File: config.mk
export PLATFORM = sky130hd
export DESIGN_NAME = turnout_servo_mode_mapper_core_flat
export DESIGN_NICKNAME = d
export VERILOG_FILES = /design/src/rtl/tsmm_pkg.sv /design/src/rtl/tsmm_in_if.sv /design/src/rtl/tsmm_out_if.sv /design/src/rtl/turnout_servo_mode_mapper_core.sv /design/src/flat_wrapper.sv
export SDC_FILE = /design/constraint.sdc
export NUM_CORES = 1
export LEC_CHECK = 0
export BUFFER_PORTS_ARGS = -buffer_cell sky130_fd_sc_hd__buf_2
export CORE_MARGIN = 4
export CORE_UTILIZATION = 28
export DETAILED_ROUTE_END_ITERATION = 12
export MAX_ROUTING_LAYER = met4
export SLEW_MARGIN = 0
export SYNTH_ARGS = -nofsm -noshare
export SYNTH_HDL_FRONTEND = slang
export SYNTH_SLANG_ARGS = --single-unit
export TNS_END_PERCENT = 5
File: constraint.sdc
create_clock -name clk -period 3.4 [get_ports clk]
set_input_delay 0.68 -clock clk [delete_from_list [all_inputs] [get_ports clk]]
set_output_delay 0.68 -clock clk [all_outputs]
set_load 0.01 [all_outputs]
File: src/rtl/tsmm_pkg.sv
`default_nettype none

package tsmm_pkg;

    localparam int SWITCH_W = 8;
    localparam int MASK_W   = 4;
    localparam int LED_W    = 8;
    localparam int MODE_W   = 3;
    localparam int ADDR_W   = 3;
    localparam int DATA_W   = 32;

    // layout modes
    localparam logic [MODE_W-1:0] MODE_QUAD       = 3'd0;
    localparam logic [MODE_W-1:0] MODE_SLIPS      = 3'd1;
    localparam logic [MODE_W-1:0] MODE_TURN_SLIP  = 3'd2;
    localparam logic [MODE_W-1:0] MODE_SLIP_TURN  = 3'd3;
    localparam logic [MODE_W-1:0] MODE_XOVER      = 3'd4;
    localparam logic [MODE_W-1:0] MODE_UNSET      = 3'd5;

    // item kinds
    localparam logic KIND_SAMPLE  = 1'b0;
    localparam logic KIND_REFRESH = 1'b1;

    // register index, taken from paddr[2]
    localparam logic REG_LAYOUT_MODE = 1'b0;

    // switch pair codes
    localparam logic [1:0] PAIR_SET_0 = 2'b01;
    localparam logic [1:0] PAIR_SET_1 = 2'b10;

    // double crossing switch byte codes and stored routes
    localparam logic [SWITCH_W-1:0] XOVER_CODE_0 = 8'h01;
    localparam logic [SWITCH_W-1:0] XOVER_CODE_1 = 8'h02;
    localparam logic [SWITCH_W-1:0] XOVER_CODE_2 = 8'h04;
    localparam logic [SWITCH_W-1:0] XOVER_ROUTE_0 = 8'd0;
    localparam logic [SWITCH_W-1:0] XOVER_ROUTE_1 = 8'd1;
    localparam logic [SWITCH_W-1:0] XOVER_ROUTE_2 = 8'd2;

    // servo pattern on refresh with no layout
    localparam logic [MASK_W-1:0] SERVO_IDLE_PATTERN = 4'b1010;

    typedef struct packed {
        logic                kind;
        logic [SWITCH_W-1:0] switch_bits;
    } in_item_t;

    typedef struct packed {
        logic [MASK_W-1:0] servo_valid;
        logic [MASK_W-1:0] servo_drive;
        logic [MASK_W-1:0] relay_valid;
        logic [MASK_W-1:0] relay_drive;
        logic [LED_W-1:0]  led_bits;
    } out_item_t;

endpackage

`default_nettype wire

File: src/rtl/tsmm_in_if.sv
`default_nettype none

interface tsmm_in_if;
    logic                          valid;
    logic                          ready;
    logic                          kind;
    logic [tsmm_pkg::SWITCH_W-1:0] switch_bits;

    modport source (output valid, kind, switch_bits, input ready);
    modport sink   (input valid, kind, switch_bits, output ready);
endinterface

`default_nettype wire

File: src/rtl/tsmm_out_if.sv
`default_nettype none

interface tsmm_out_if;
    logic                        valid;
    logic                        ready;
    logic [tsmm_pkg::MASK_W-1:0] servo_valid;
    logic [tsmm_pkg::MASK_W-1:0] servo_drive;
    logic [tsmm_pkg::MASK_W-1:0] relay_valid;
    logic [tsmm_pkg::MASK_W-1:0] relay_drive;
    logic [tsmm_pkg::LED_W-1:0]  led_bits;

    modport source (output valid, servo_valid, servo_drive, relay_valid, relay_drive,
                    led_bits, input ready);
    modport sink   (input valid, servo_valid, servo_drive, relay_valid, relay_drive,
                    led_bits, output ready);
endinterface

`default_nettype wire

File: src/rtl/turnout_servo_mode_mapper_core.sv
`default_nettype none

// Turnout servo/relay mapper.
// in_item carries one item per handshake: kind (sample or refresh) and the raw
// switch byte. A sample updates the stored turnout positions for the current
// layout mode; both kinds produce one result item on the result channel with
// servo and relay valid/drive masks and the LED pattern.
// The result for an accepted item is registered (result or skid register).
// Throughput: one item per cycle while in_item.ready is high; the decode is
// a single pass of logic into the result register and the position registers.
// Stall: a one-entry skid register catches an item accepted while the result
// register is held by the receiver; in_item.ready drops only while both the
// result and skid registers are full.
// The layout mode is to be written over the APB port (paddr[2] = 0) only while
// idle; the block does not enforce this. Reset: layout mode goes to unset,
// all stored positions to zero, both result registers empty.

module turnout_servo_mode_mapper_core (
    input  wire logic                          clk,
    input  wire logic                          rst_n,
    input  wire logic                          psel,
    input  wire logic                          penable,
    input  wire logic                          pwrite,
    input  wire logic [tsmm_pkg::ADDR_W-1:0]   paddr,
    input  wire logic [tsmm_pkg::DATA_W-1:0]   pwdata,
    output logic      [tsmm_pkg::DATA_W-1:0]   prdata,
    output logic                               pready,
    tsmm_in_if.sink                            in_item,
    tsmm_out_if.source                         result
);

    logic [tsmm_pkg::MODE_W-1:0]   mode_reg;
    logic [tsmm_pkg::SWITCH_W-1:0] pos0_reg, pos0_next;
    logic [2:0]                    pos_bit_reg, pos_bit_next;   // positions 1..3
    logic                          out_valid_reg, skid_valid_reg;
    tsmm_pkg::out_item_t           out_reg, skid_reg, res;
    tsmm_pkg::in_item_t            item;
    logic                          in_fire, out_fire, cfg_write, refresh, a_nz;

    function automatic logic pair_bit(input logic [1:0] p, input logic cur);
        logic r;
        r = cur;
        if (p == tsmm_pkg::PAIR_SET_0)
        begin
            r = 1'b0;
        end
        else if (p == tsmm_pkg::PAIR_SET_1)
        begin
            r = 1'b1;
        end
        return r;
    endfunction

    function automatic logic [tsmm_pkg::SWITCH_W-1:0] pair_byte(
        input logic [1:0] p, input logic [tsmm_pkg::SWITCH_W-1:0] cur);
        logic [tsmm_pkg::SWITCH_W-1:0] r;
        r = cur;
        if (p == tsmm_pkg::PAIR_SET_0)
        begin
            r = '0;
        end
        else if (p == tsmm_pkg::PAIR_SET_1)
        begin
            r = tsmm_pkg::SWITCH_W'(1);
        end
        return r;
    endfunction

    function automatic logic [1:0] led_pair(input logic nz);
        return nz ? tsmm_pkg::PAIR_SET_1 : tsmm_pkg::PAIR_SET_0;
    endfunction

    // configuration port
    assign pready    = 1'b1;
    assign cfg_write = psel && penable && pwrite && pready
                       && (paddr[2] == tsmm_pkg::REG_LAYOUT_MODE);

    always_comb
    begin
        prdata = '0;
        if (paddr[2] == tsmm_pkg::REG_LAYOUT_MODE)
        begin
            prdata = {{(tsmm_pkg::DATA_W-tsmm_pkg::MODE_W){1'b0}}, mode_reg};
        end
    end

    // handshake
    assign item        = '{kind: in_item.kind, switch_bits: in_item.switch_bits};
    assign in_item.ready = !skid_valid_reg;
    assign in_fire     = in_item.valid && in_item.ready;
    assign out_fire    = out_valid_reg && result.ready;
    assign refresh     = (item.kind == tsmm_pkg::KIND_REFRESH);

    // position update
    always_comb
    begin
        pos0_next    = pos0_reg;
        pos_bit_next = pos_bit_reg;
        if (!refresh)
        begin
            unique case (mode_reg)
                tsmm_pkg::MODE_QUAD:
                begin
                    pos0_next       = pair_byte(item.switch_bits[1:0], pos0_reg);
                    pos_bit_next[0] = pair_bit(item.switch_bits[3:2], pos_bit_reg[0]);
                    pos_bit_next[1] = pair_bit(item.switch_bits[5:4], pos_bit_reg[1]);
                    pos_bit_next[2] = pair_bit(item.switch_bits[7:6], pos_bit_reg[2]);
                end
                tsmm_pkg::MODE_SLIPS:
                begin
                    pos0_next       = pair_byte(item.switch_bits[1:0], pos0_reg);
                    pos_bit_next[0] = pair_bit(item.switch_bits[3:2], pos_bit_reg[0]);
                end
                tsmm_pkg::MODE_TURN_SLIP:
                begin
                    pos0_next       = pair_byte(item.switch_bits[1:0], pos0_reg);
                    pos_bit_next[0] = pair_bit(item.switch_bits[3:2], pos_bit_reg[0]);
                    pos_bit_next[1] = pair_bit(item.switch_bits[7:6], pos_bit_reg[1]);
                end
                tsmm_pkg::MODE_SLIP_TURN:
                begin
                    pos0_next       = pair_byte(item.switch_bits[3:2], pos0_reg);
                    pos_bit_next[0] = pair_bit(item.switch_bits[5:4], pos_bit_reg[0]);
                    pos_bit_next[1] = pair_bit(item.switch_bits[7:6], pos_bit_reg[1]);
                end
                tsmm_pkg::MODE_XOVER:
                begin
                    if (item.switch_bits == tsmm_pkg::XOVER_CODE_0)
                    begin
                        pos0_next = tsmm_pkg::XOVER_ROUTE_0;
                    end
                    else if (item.switch_bits == tsmm_pkg::XOVER_CODE_1)
                    begin
                        pos0_next = tsmm_pkg::XOVER_ROUTE_1;
                    end
                    else if (item.switch_bits == tsmm_pkg::XOVER_CODE_2)
                    begin
                        pos0_next = tsmm_pkg::XOVER_ROUTE_2;
                    end
                end
                tsmm_pkg::MODE_UNSET:
                begin
                    pos0_next = item.switch_bits;
                end
                default:
                begin
                    pos0_next = pos0_reg;
                end
            endcase
        end
    end

    // drive masks and LEDs from the updated positions
    assign a_nz = |pos0_next;

    always_comb
    begin
        res = '0;
        unique case (mode_reg)
            tsmm_pkg::MODE_QUAD:
            begin
                res.servo_valid = '1;
                res.servo_drive = {pos_bit_next, a_nz};
                res.relay_valid = '1;
                res.relay_drive = {pos_bit_next, a_nz};
                res.led_bits    = {led_pair(pos_bit_next[2]), led_pair(pos_bit_next[1]),
                                   led_pair(pos_bit_next[0]), led_pair(a_nz)};
            end
            tsmm_pkg::MODE_SLIPS:
            begin
                res.servo_valid = '1;
                res.servo_drive = {pos_bit_next[0], pos_bit_next[0], a_nz, a_nz};
                res.relay_valid = 4'b0011;
                res.relay_drive = {2'b00, pos_bit_next[0], a_nz};
                res.led_bits    = {4'b0000, led_pair(pos_bit_next[0]), led_pair(a_nz)};
            end
            tsmm_pkg::MODE_TURN_SLIP:
            begin
                res.servo_valid = '1;
                res.servo_drive = {pos_bit_next[1], pos_bit_next[1], pos_bit_next[0], a_nz};
                res.relay_valid = 4'b0010;
                res.relay_drive = {2'b00, pos_bit_next[1], 1'b0};
                res.led_bits    = {led_pair(pos_bit_next[1]), 2'b00,
                                   led_pair(pos_bit_next[0]), led_pair(a_nz)};
            end
            tsmm_pkg::MODE_SLIP_TURN:
            begin
                res.servo_valid = '1;
                res.servo_drive = {pos_bit_next[1], pos_bit_next[0], a_nz, a_nz};
                res.relay_valid = 4'b0011;
                res.relay_drive = {2'b00, pos_bit_next[0], a_nz};
                res.led_bits    = {led_pair(pos_bit_next[1]), led_pair(pos_bit_next[0]),
                                   led_pair(a_nz), 2'b00};
            end
            tsmm_pkg::MODE_XOVER:
            begin
                res.led_bits = {6'b000000, led_pair(a_nz)};
                // a stored value other than the three routes drives nothing
                case (pos0_next)
                    tsmm_pkg::XOVER_ROUTE_0:
                    begin
                        res.servo_valid = '1;
                        res.relay_valid = 4'b0011;
                    end
                    tsmm_pkg::XOVER_ROUTE_1:
                    begin
                        res.servo_valid = '1;
                        res.servo_drive = 4'b1001;
                        res.relay_valid = 4'b0011;
                        res.relay_drive = 4'b0001;
                    end
                    tsmm_pkg::XOVER_ROUTE_2:
                    begin
                        res.servo_valid = '1;
                        res.servo_drive = 4'b0110;
                        res.relay_valid = 4'b0011;
                        res.relay_drive = 4'b0010;
                    end
                    default:
                    begin
                        res.servo_valid = '0;
                    end
                endcase
            end
            default:
            begin
                if (mode_reg == tsmm_pkg::MODE_UNSET)
                begin
                    res.led_bits = pos0_next;
                end
                if (refresh)
                begin
                    res.servo_valid = '1;
                    res.servo_drive = tsmm_pkg::SERVO_IDLE_PATTERN;
                end
            end
        endcase
    end

    // state, result register and skid register
    always_ff @(posedge clk or negedge rst_n)
    begin
        if (!rst_n)
        begin
            mode_reg       <= tsmm_pkg::MODE_UNSET;
            pos0_reg       <= '0;
            pos_bit_reg    <= '0;
            out_valid_reg  <= 1'b0;
            skid_valid_reg <= 1'b0;
        end
        else
        begin
            if (cfg_write)
            begin
                mode_reg <= pwdata[tsmm_pkg::MODE_W-1:0];
            end
            if (in_fire)
            begin
                pos0_reg    <= pos0_next;
                pos_bit_reg <= pos_bit_next;
            end
            if (skid_valid_reg)
            begin
                // drain the skid into the result register
                if (out_fire)
                begin
                    skid_valid_reg <= 1'b0;
                end
            end
            else if (in_fire)
            begin
                if (out_valid_reg && !result.ready)
                begin
                    skid_valid_reg <= 1'b1;
                end
                else
                begin
                    out_valid_reg <= 1'b1;
                end
            end
            else if (out_fire)
            begin
                out_valid_reg <= 1'b0;
            end
        end
    end

    always_ff @(posedge clk)
    begin
        if (skid_valid_reg)
        begin
            if (out_fire)
            begin
                out_reg <= skid_reg;
            end
        end
        else if (in_fire)
        begin
            if (out_valid_reg && !result.ready)
            begin
                skid_reg <= res;
            end
            else
            begin
                out_reg <= res;
            end
        end
    end

    assign result.valid       = out_valid_reg;
    assign result.servo_valid = out_reg.servo_valid;
    assign result.servo_drive = out_reg.servo_drive;
    assign result.relay_valid = out_reg.relay_valid;
    assign result.relay_drive = out_reg.relay_drive;
    assign result.led_bits    = out_reg.led_bits;

`ifndef NO_ASSERTIONS
    a_skid_behind_out: assert property (@(posedge clk) disable iff (!rst_n)
        skid_valid_reg |-> out_valid_reg)
        else $error("skid register full while result register empty");

    a_refresh_keeps_pos: assert property (@(posedge clk) disable iff (!rst_n)
        (in_fire && refresh) |=> ($stable(pos0_reg) && $stable(pos_bit_reg)))
        else $error("refresh item changed stored positions");

    a_drive_within_valid: assert property (@(posedge clk) disable iff (!rst_n)
        out_valid_reg |-> (((out_reg.servo_drive & ~out_reg.servo_valid) == '0)
                           && ((out_reg.relay_drive & ~out_reg.relay_valid) == '0)))
        else $error("drive bit set without its valid bit");
`endif

endmodule

`default_nettype wire

File: src/flat_wrapper.sv
// flat-port wrapper written by rule: the top's interface ports become plain ports
module turnout_servo_mode_mapper_core_flat 
  (clk, rst_n, psel, penable, pwrite, paddr, pwdata, prdata, pready, in_item_valid, in_item_kind, in_item_switch_bits, in_item_ready, result_valid, result_servo_valid, result_servo_drive, result_relay_valid, result_relay_drive, result_led_bits, result_ready);
  tsmm_in_if in_item_i ();
  tsmm_out_if result_i ();
  input  wire logic clk;
  input  wire logic rst_n;
  input  wire logic psel;
  input  wire logic penable;
  input  wire logic pwrite;
  input  wire logic [tsmm_pkg::ADDR_W-1:0] paddr;
  input  wire logic [tsmm_pkg::DATA_W-1:0] pwdata;
  output logic      [tsmm_pkg::DATA_W-1:0] prdata;
  output logic pready;
  input wire logic [$bits(in_item_i.valid)-1:0] in_item_valid;
  input wire logic [$bits(in_item_i.kind)-1:0] in_item_kind;
  input wire logic [$bits(in_item_i.switch_bits)-1:0] in_item_switch_bits;
  output wire logic [$bits(in_item_i.ready)-1:0] in_item_ready;
  output wire logic [$bits(result_i.valid)-1:0] result_valid;
  output wire logic [$bits(result_i.servo_valid)-1:0] result_servo_valid;
  output wire logic [$bits(result_i.servo_drive)-1:0] result_servo_drive;
  output wire logic [$bits(result_i.relay_valid)-1:0] result_relay_valid;
  output wire logic [$bits(result_i.relay_drive)-1:0] result_relay_drive;
  output wire logic [$bits(result_i.led_bits)-1:0] result_led_bits;
  input wire logic [$bits(result_i.ready)-1:0] result_ready;
  assign in_item_i.valid = in_item_valid;
  assign in_item_i.kind = in_item_kind;
  assign in_item_i.switch_bits = in_item_switch_bits;
  assign in_item_ready = in_item_i.ready;
  assign result_valid = result_i.valid;
  assign result_servo_valid = result_i.servo_valid;
  assign result_servo_drive = result_i.servo_drive;
  assign result_relay_valid = result_i.relay_valid;
  assign result_relay_drive = result_i.relay_drive;
  assign result_led_bits = result_i.led_bits;
  assign result_i.ready = result_ready;
  turnout_servo_mode_mapper_core u_core (.clk(clk), .rst_n(rst_n), .psel(psel), .penable(penable), .pwrite(pwrite), .paddr(paddr), .pwdata(pwdata), .prdata(prdata), .pready(pready), .in_item(in_item_i), .result(result_i));
endmodule
==> flow_metrics.py, run 1 <==
metrics = {
    "setup_path": {
        "end_kind": "flip-flop",
        "crit_slowest_cell": "or4_4",
        "start_kind": "input port",
        "r2r-start": "u_core.mode_reg[0]",
        "path_class": "input port to flip-flop",
        "startpoint": "in_item_switch_bits[4]",
        "slowest_delay_ns": 0.58,
        "required_ns": 3.44,
        "cp_max_fo": 6,
        "path_cells": "buf_2 > or4_4 > or4_1 > a21oi_1 > a211oi_2 > and4_1 > a41o_1 > mux2_4",
        "cp_data_arrival_time_ns": 2.99,
    },
    "yosys": {
        "yosysMostFrequentCell": "edfxtp_1",
        "synth_ff_type": "edfxtp_1",
        "yosysUniqueCellTypes": 61,
        "synthCells": 323,
        "synth_seq_cells": 56,
        "ys_warn_count": 0,
        "synth_area_leaders": "edfxtp_1 (37%), dfrtp_1 (11%), buf_4 (7.8%), mux2_2 (4.1%), nand2_1 (4.0%)",
        "synthArstFlopShare": 0.286,
        "synth_top_area_frac": 0.368,
        "synth_top_area_cell": "edfxtp_1",
        "synth-edff-count": 40,
        "ys_seq_area_frac": 0.491,
        "syn_area_um2": 3270,
        "synth_common_cells": "edfxtp_1 (40), nand2_1 (35), buf_4 (34), o21ai_0 (23), nor2_1 (17)",
        "avgSynthCellArea_um2": 10.1,
    },
    "clocking": {
        "post_cts_buffers": 0,
        "cts_tree": "yes",
        "cts.sinks": 56,
        "numCtsBuffers": 5,
        "cts.htree.levels": 2,
        "cts_buffer_depth": 2,
        "root_buffer": "clkbuf_16",
        "worst_skew_pair.late_latency_ns": 0.29,
        "clk_pin_slew_ns": 0.08,
    },
    "global_routing": {
        "grt_max_degree": 23,
        "track_usage": 0.122,
        "antenna_found_initial": 0,
        "grt_pass1_vias": 2470,
        "grt_pass1_wl_um": 12800,
        "overflow": 0,
    },
    "timing": {
        "rsz0062_at_grt": "no",
        "drv_slew": 0,
        "fin_crit_sh": 0.868,
        "post-route-min-period_ns": 2.95,
        "fmax_mhz": 339,
        "slew_headroom": 0.554,
        "setup_tns_ns": 0,
        "final.setup_skew_ns": 0.0112,
        "setup_viol": 0,
        "hold_viol": 0,
        "tightestPinTransition_ns": 0.664,
        "fin_hold_ws_ns": 0.304,
        "timing.final.ws_setup_ns": 0.448,
    },
    "route": {
        "firstDrtPassIters": 4,
        "avgRoutedWirePerCell_um": 15.3,
        "vias_per_cell": 4.91,
        "ant_nets": 0,
        "drc": 0,
        "wl_um": 7900,
        "drtIter0Drc": 134,
        "routed-via-count": 2528,
    },
    "die": {
        "core-area_um2": 11400,
        "initial_core_util": 0.286,
        "row_count": 39,
        "die_w_um": 116,
        "ios": 110,
        "die_height_um": 116,
        "dieArea_um2": 13500,
    },
    "layout": {
        "fin_util": 0.332,
        "largest_reg_flops": 20,
        "drive_gt1_frac": 0.269,
        "final_cells": 515,
        "final_nets": 423,
        "syn_to_final_growth_pct": 16.0,
        "fillers": 1186,
        "n_antenna_cell": 0,
    },
    "pwr": {
        "peakVddDrop_uv": 324,
        "seqPwrFrac": 0.395,
        "p_leak_uw": 0.00155,
        "power_density_nw_per_um2": 814,
        "p_int_uw": 1990,
        "switching_share": 0.355,
        "p_switching_uw": 1100,
        "clock_power_share": 0.211,
        "p_comb_frac": 0.394,
    },
    "place": {
        "dp_hpwl_um": 5730,
        "portBuffers": 48,
        "place_congestion": 0.877,
        "dpl.cell_count": 508,
        "post-place-ws_ns": 0.130,
    },
    "run": {
        "drv_cap": 0,
    },
    "min_path": {
        "hold_path_class": "input port to async pin",
    },
    "status": {
        "status": "completed",
    },
}
-- through the flow --
| step | total power [uW] | instance area [um^2] |
|---|---|---|
| 3_5_place_dp | 2450 | 3600 |
| 3_3_place_gp | 2410 | 3600 |
| 5_1_grt | 3290 | 3790 |
| 2_1_floorplan | 2060 | 3370 |
| 6_report | 3090 | 3790 |
| 4_1_cts | 3100 | 3790 |
-- cell families (layout without fill, tap and decap cells) --
logic type	count (synthesis)	in the layout	synth area share
AO/OA/AOI/OAI	87	87	0.182
XOR/XNOR	3	3	0.00804
flip-flops	56	56	0.491
AND/OR/NAND/NOR	94	94	0.149
multiplexers	13	13	0.0460
buffers and inverters	67	88	0.118
other	2	30	0.00230
adder cells (fa/ha/maj)	1	1	0.00306
-- layer usage --
layer,track usage,part of all wire,up-vias
met3,0.0225,0.087,9
met5,-,0,-
met2,0.191,0.45,102
met4,0.0302,0.012,0
met1,0.165,0.45,1204
li1,-,-,1213
-- final timing paths --
| path | slack (ns) | cells past startpoint | end |
|---|---|---|---|
| max in group asynchronous | 2.76 | 1 | u_core.mode_reg[0] |
| setup reg to reg | 0.56 | 7 | u_core.result.led_bits[2] |
| setup / recovery | 0.45 | 8 | u_core.result.led_bits[2] |
| hold reg to reg | 0.53 | 2 | u_core.result.relay_drive[2] |
| min in group clk | 0.53 | 2 | u_core.result.relay_drive[2] |
| hold / removal | 0.30 | 1 | u_core.pos0_reg[2] |
-- layout make-up --
class	count	area, um^2	area share
Timing Repair Buffer	66	375	0.0990
Sequential cell	56	1600	0.423
Inverter	15	56.3	0.0149
Clock buffer	5	125	0.0330
Clock inverter	2	60.1	0.0158
Tap cell	143	179	0.0472
Multi-Input combinational cell	228	1390	0.367
-- timing repair --
action                     CTS  global route
setup endpoints to repair    0             1
hold buffers                 0             0
gates resized for setup      0             1
hold endpoints to repair     0             0
-- power by group through the flow --
stage	sequential [uW]	combinational, uW	clock (uW)
5_1_grt	1250	1360	685
3_5_place_dp	1230	1210	0
6_report	1220	1220	653
2_1_floorplan	1220	833	0
4_1_cts	1220	1220	663
3_3_place_gp	1220	1190	0
-- worst max-delay path: cells and delay by family --
kind | cells | cell delay [ns]
AOI/OAI and AO/OA | 3 | 0.57
muxes | 1 | 0.26
buffers and inverters | 1 | 0.10
and+or+nand+nor | 3 | 1.37
-- placed cells by master, fill, tap and decap left out, drive strengths merged, types with 3 or more instances in the layout --
cell type,instances
a211oi,5
a21oi,12
a22o,6
a22oi,4
a31oi,4
a32oi,3
and3,3
buf,66
clkbuf,5
conb,30
dfrtp,14
edfxtp,40
inv,14
mux2,13
nand2,35
nand2b,5
nand3,4
nor2,17
nor2b,8
o21ai,24
o221ai,4
o22ai,3
o31ai,4
or2,5
or4,4
or4b,3
Note: power is estimated with default switching activity, not from simulation.
==> run 2: changes to the inputs <==
--- a/config.mk
+++ b/config.mk
@@ -10,6 +10,7 @@
 export CORE_UTILIZATION = 28
 export DETAILED_ROUTE_END_ITERATION = 12
 export MAX_ROUTING_LAYER = met4
+export PLACE_DENSITY_LB_ADDON = 0.15
 export SLEW_MARGIN = 0
 export SYNTH_ARGS = -nofsm -noshare
 export SYNTH_HDL_FRONTEND = slang
==> run 2 against run 1 <==
Effect of this change: combinational power about the same; flip-flop and latch count unchanged; total power is 5.0% lower; die area is the same; worst hold slack improved by 0.0079 ns; via count decreased by 1.8%; critical endpoint is now u_core.result.led_bits[1]; final area shrank 1.4%; global-route usage increased by 0.33 points; non-clock buffer count is 1 lower; sequential power barely moved; sequential share of layout area up 0.59 points.
==> flow_metrics.py, run 2 (synthesis results as in run 1) <==
metrics = {
    "status": {
        "status": "completed",
    },
    "layout": {
        "n_antenna_cell": 0,
        "largest_reg_flops": 20,
        "syn_to_final_growth_pct": 14.4,
        "final_cell_mix": "buf_2 (48), edfxtp_1 (40), nand2_1 (35)",
        "layout_commonest_cell": "buf_2",
        "fillers": 1214,
        "multiInputGateArea_um2": 1390,
        "final_nets": 422,
        "drive_gt1_frac": 0.263,
        "ff_latch_area_um2": 1600,
        "final_area_um2": 3740,
    },
    "clocking": {
        "cts.sinks": 56,
        "cts.htree.levels": 2,
        "post_cts_buffers": 0,
        "ctsResizeCount": 0,
        "root_buffer": "clkbuf_16",
        "cts_buffer_depth": 2,
        "numCtsBuffers": 5,
        "clk_pin_slew_ns": 0.07,
        "worst_skew_pair.late_latency_ns": 0.29,
        "holdBufCountCts": 0,
        "cts_tree": "yes",
    },
    "global_routing": {
        "track_usage": 0.126,
        "antenna_found_initial": 0,
        "overflow": 0,
        "grt_max_degree": 23,
        "grt_pass1_wl_um": 12900,
        "grt_pass1_vias": 2339,
    },
    "pwr": {
        "p_leak_uw": 0.00152,
        "power_density_nw_per_um2": 785,
        "peakVddDrop_uv": 240,
    },
    "die": {
        "row_count": 39,
        "initial_core_util": 0.286,
        "die_height_um": 116,
        "ios": 110,
        "die_w_um": 116,
        "dieArea_um2": 13500,
        "core-area_um2": 11400,
    },
    "setup_path": {
        "cp_max_fo": 6,
        "required_ns": 3.45,
        "path_class": "input port to flip-flop",
        "start_kind": "input port",
        "end_kind": "flip-flop",
        "cp_data_arrival_time_ns": 3.11,
    },
    "route": {
        "wl_um": 8050,
        "drc": 0,
        "ant_nets": 0,
        "vias_per_cell": 4.82,
        "routed-via-count": 2483,
        "firstDrtPassIters": 4,
        "avgRoutedWirePerCell_um": 15.6,
        "drtIter0Drc": 130,
    },
    "timing": {
        "setup_viol": 0,
        "drv_slew": 0,
        "hold_viol": 0,
        "tightestPinTransition_ns": 0.635,
        "slew_headroom": 0.573,
        "rsz0062_at_grt": "no",
        "fmax_mhz": 326,
        "fin_hold_ws_ns": 0.312,
        "final.setup_skew_ns": 0.00528,
        "timing.final.ws_setup_ns": 0.334,
        "fin_crit_sh": 0.902,
        "post-route-min-period_ns": 3.07,
        "setup_tns_ns": 0,
    },
    "place": {
        "post_dp_cell_area_um2": 3590,
        "post-place-ws_ns": 0.00871,
        "dp_hpwl_um": 5750,
        "place_congestion": 0.858,
        "portBuffers": 48,
    },
    "min_path": {
        "hold_path_class": "input port to async pin",
    },
    "run": {
        "drv_cap": 0,
    },
}
[run 2: cell count changes in the layout (fill, tap and decap cells not counted), sizes merged]
cell      before  now
buf           66   65
bufinv         2    0
clkbuf         5    6
clkinv         1    2
clkinvlp       0    1
[run 2: final timing paths]
kind | depth (start not counted) | startpoint | end | slack [ns]
setup / recovery | 8 | in_item_switch_bits[4] | u_core.result.led_bits[1] | 0.33
hold / removal | 1 | rst_n | u_core.result.valid | 0.31
setup reg to reg | 7 | u_core.mode_reg[0] | u_core.result.led_bits[2] | 0.52
hold reg to reg | 2 | u_core.pos0_reg[1] | u_core.pos0_reg[1] | 0.53
max in group asynchronous | 1 | rst_n | u_core.mode_reg[0] | 2.77
min in group clk | 2 | u_core.pos0_reg[1] | u_core.pos0_reg[1] | 0.53
[run 2: layer usage]
metal  routed length, um  vias up  share of wire  GRT usage
li1                    -     1212              -          -
met4                  51        0         0.0063     0.0232
met1                3700     1178           0.46      0.169
met5                   0        -              0          -
met3                 539        6          0.067     0.0198
met2                3760       87           0.47      0.203
[run 2: per-stage QoR]
stage	cells	total power [uW]	util
after floorplan	351	2060	-
after global placement	507	2430	0.315
after detailed placement	507	2440	0.315
after CTS	515	2980	0.327
after global routing	515	3170	0.327
final	515	2930	0.327
[run 2: worst max-delay path, cell delays in order]
cell and delay [ns]:
buf_2 0.10, or4_4 0.58, or4_1 0.41, and3_1 0.20, a211oi_2 0.27, and4_1 0.42
o22ai_1 0.17, mux2_2 0.28
[run 2: power by group]
part | switching (uW) | internal, uW
registers | 153 | 1060
logic | 697 | 501
clock network | 250 | 276
total | 1100 | 1830
[run 2: final cells by class]
type	count	share of cell area
Clock buffer	6	0.0345
Clock inverter	2	0.00435
Sequential cell	56	0.429
Multi-Input combinational cell	228	0.371
Inverter	15	0.0151
Tap cell	143	0.0479
Timing Repair Buffer	65	0.0984
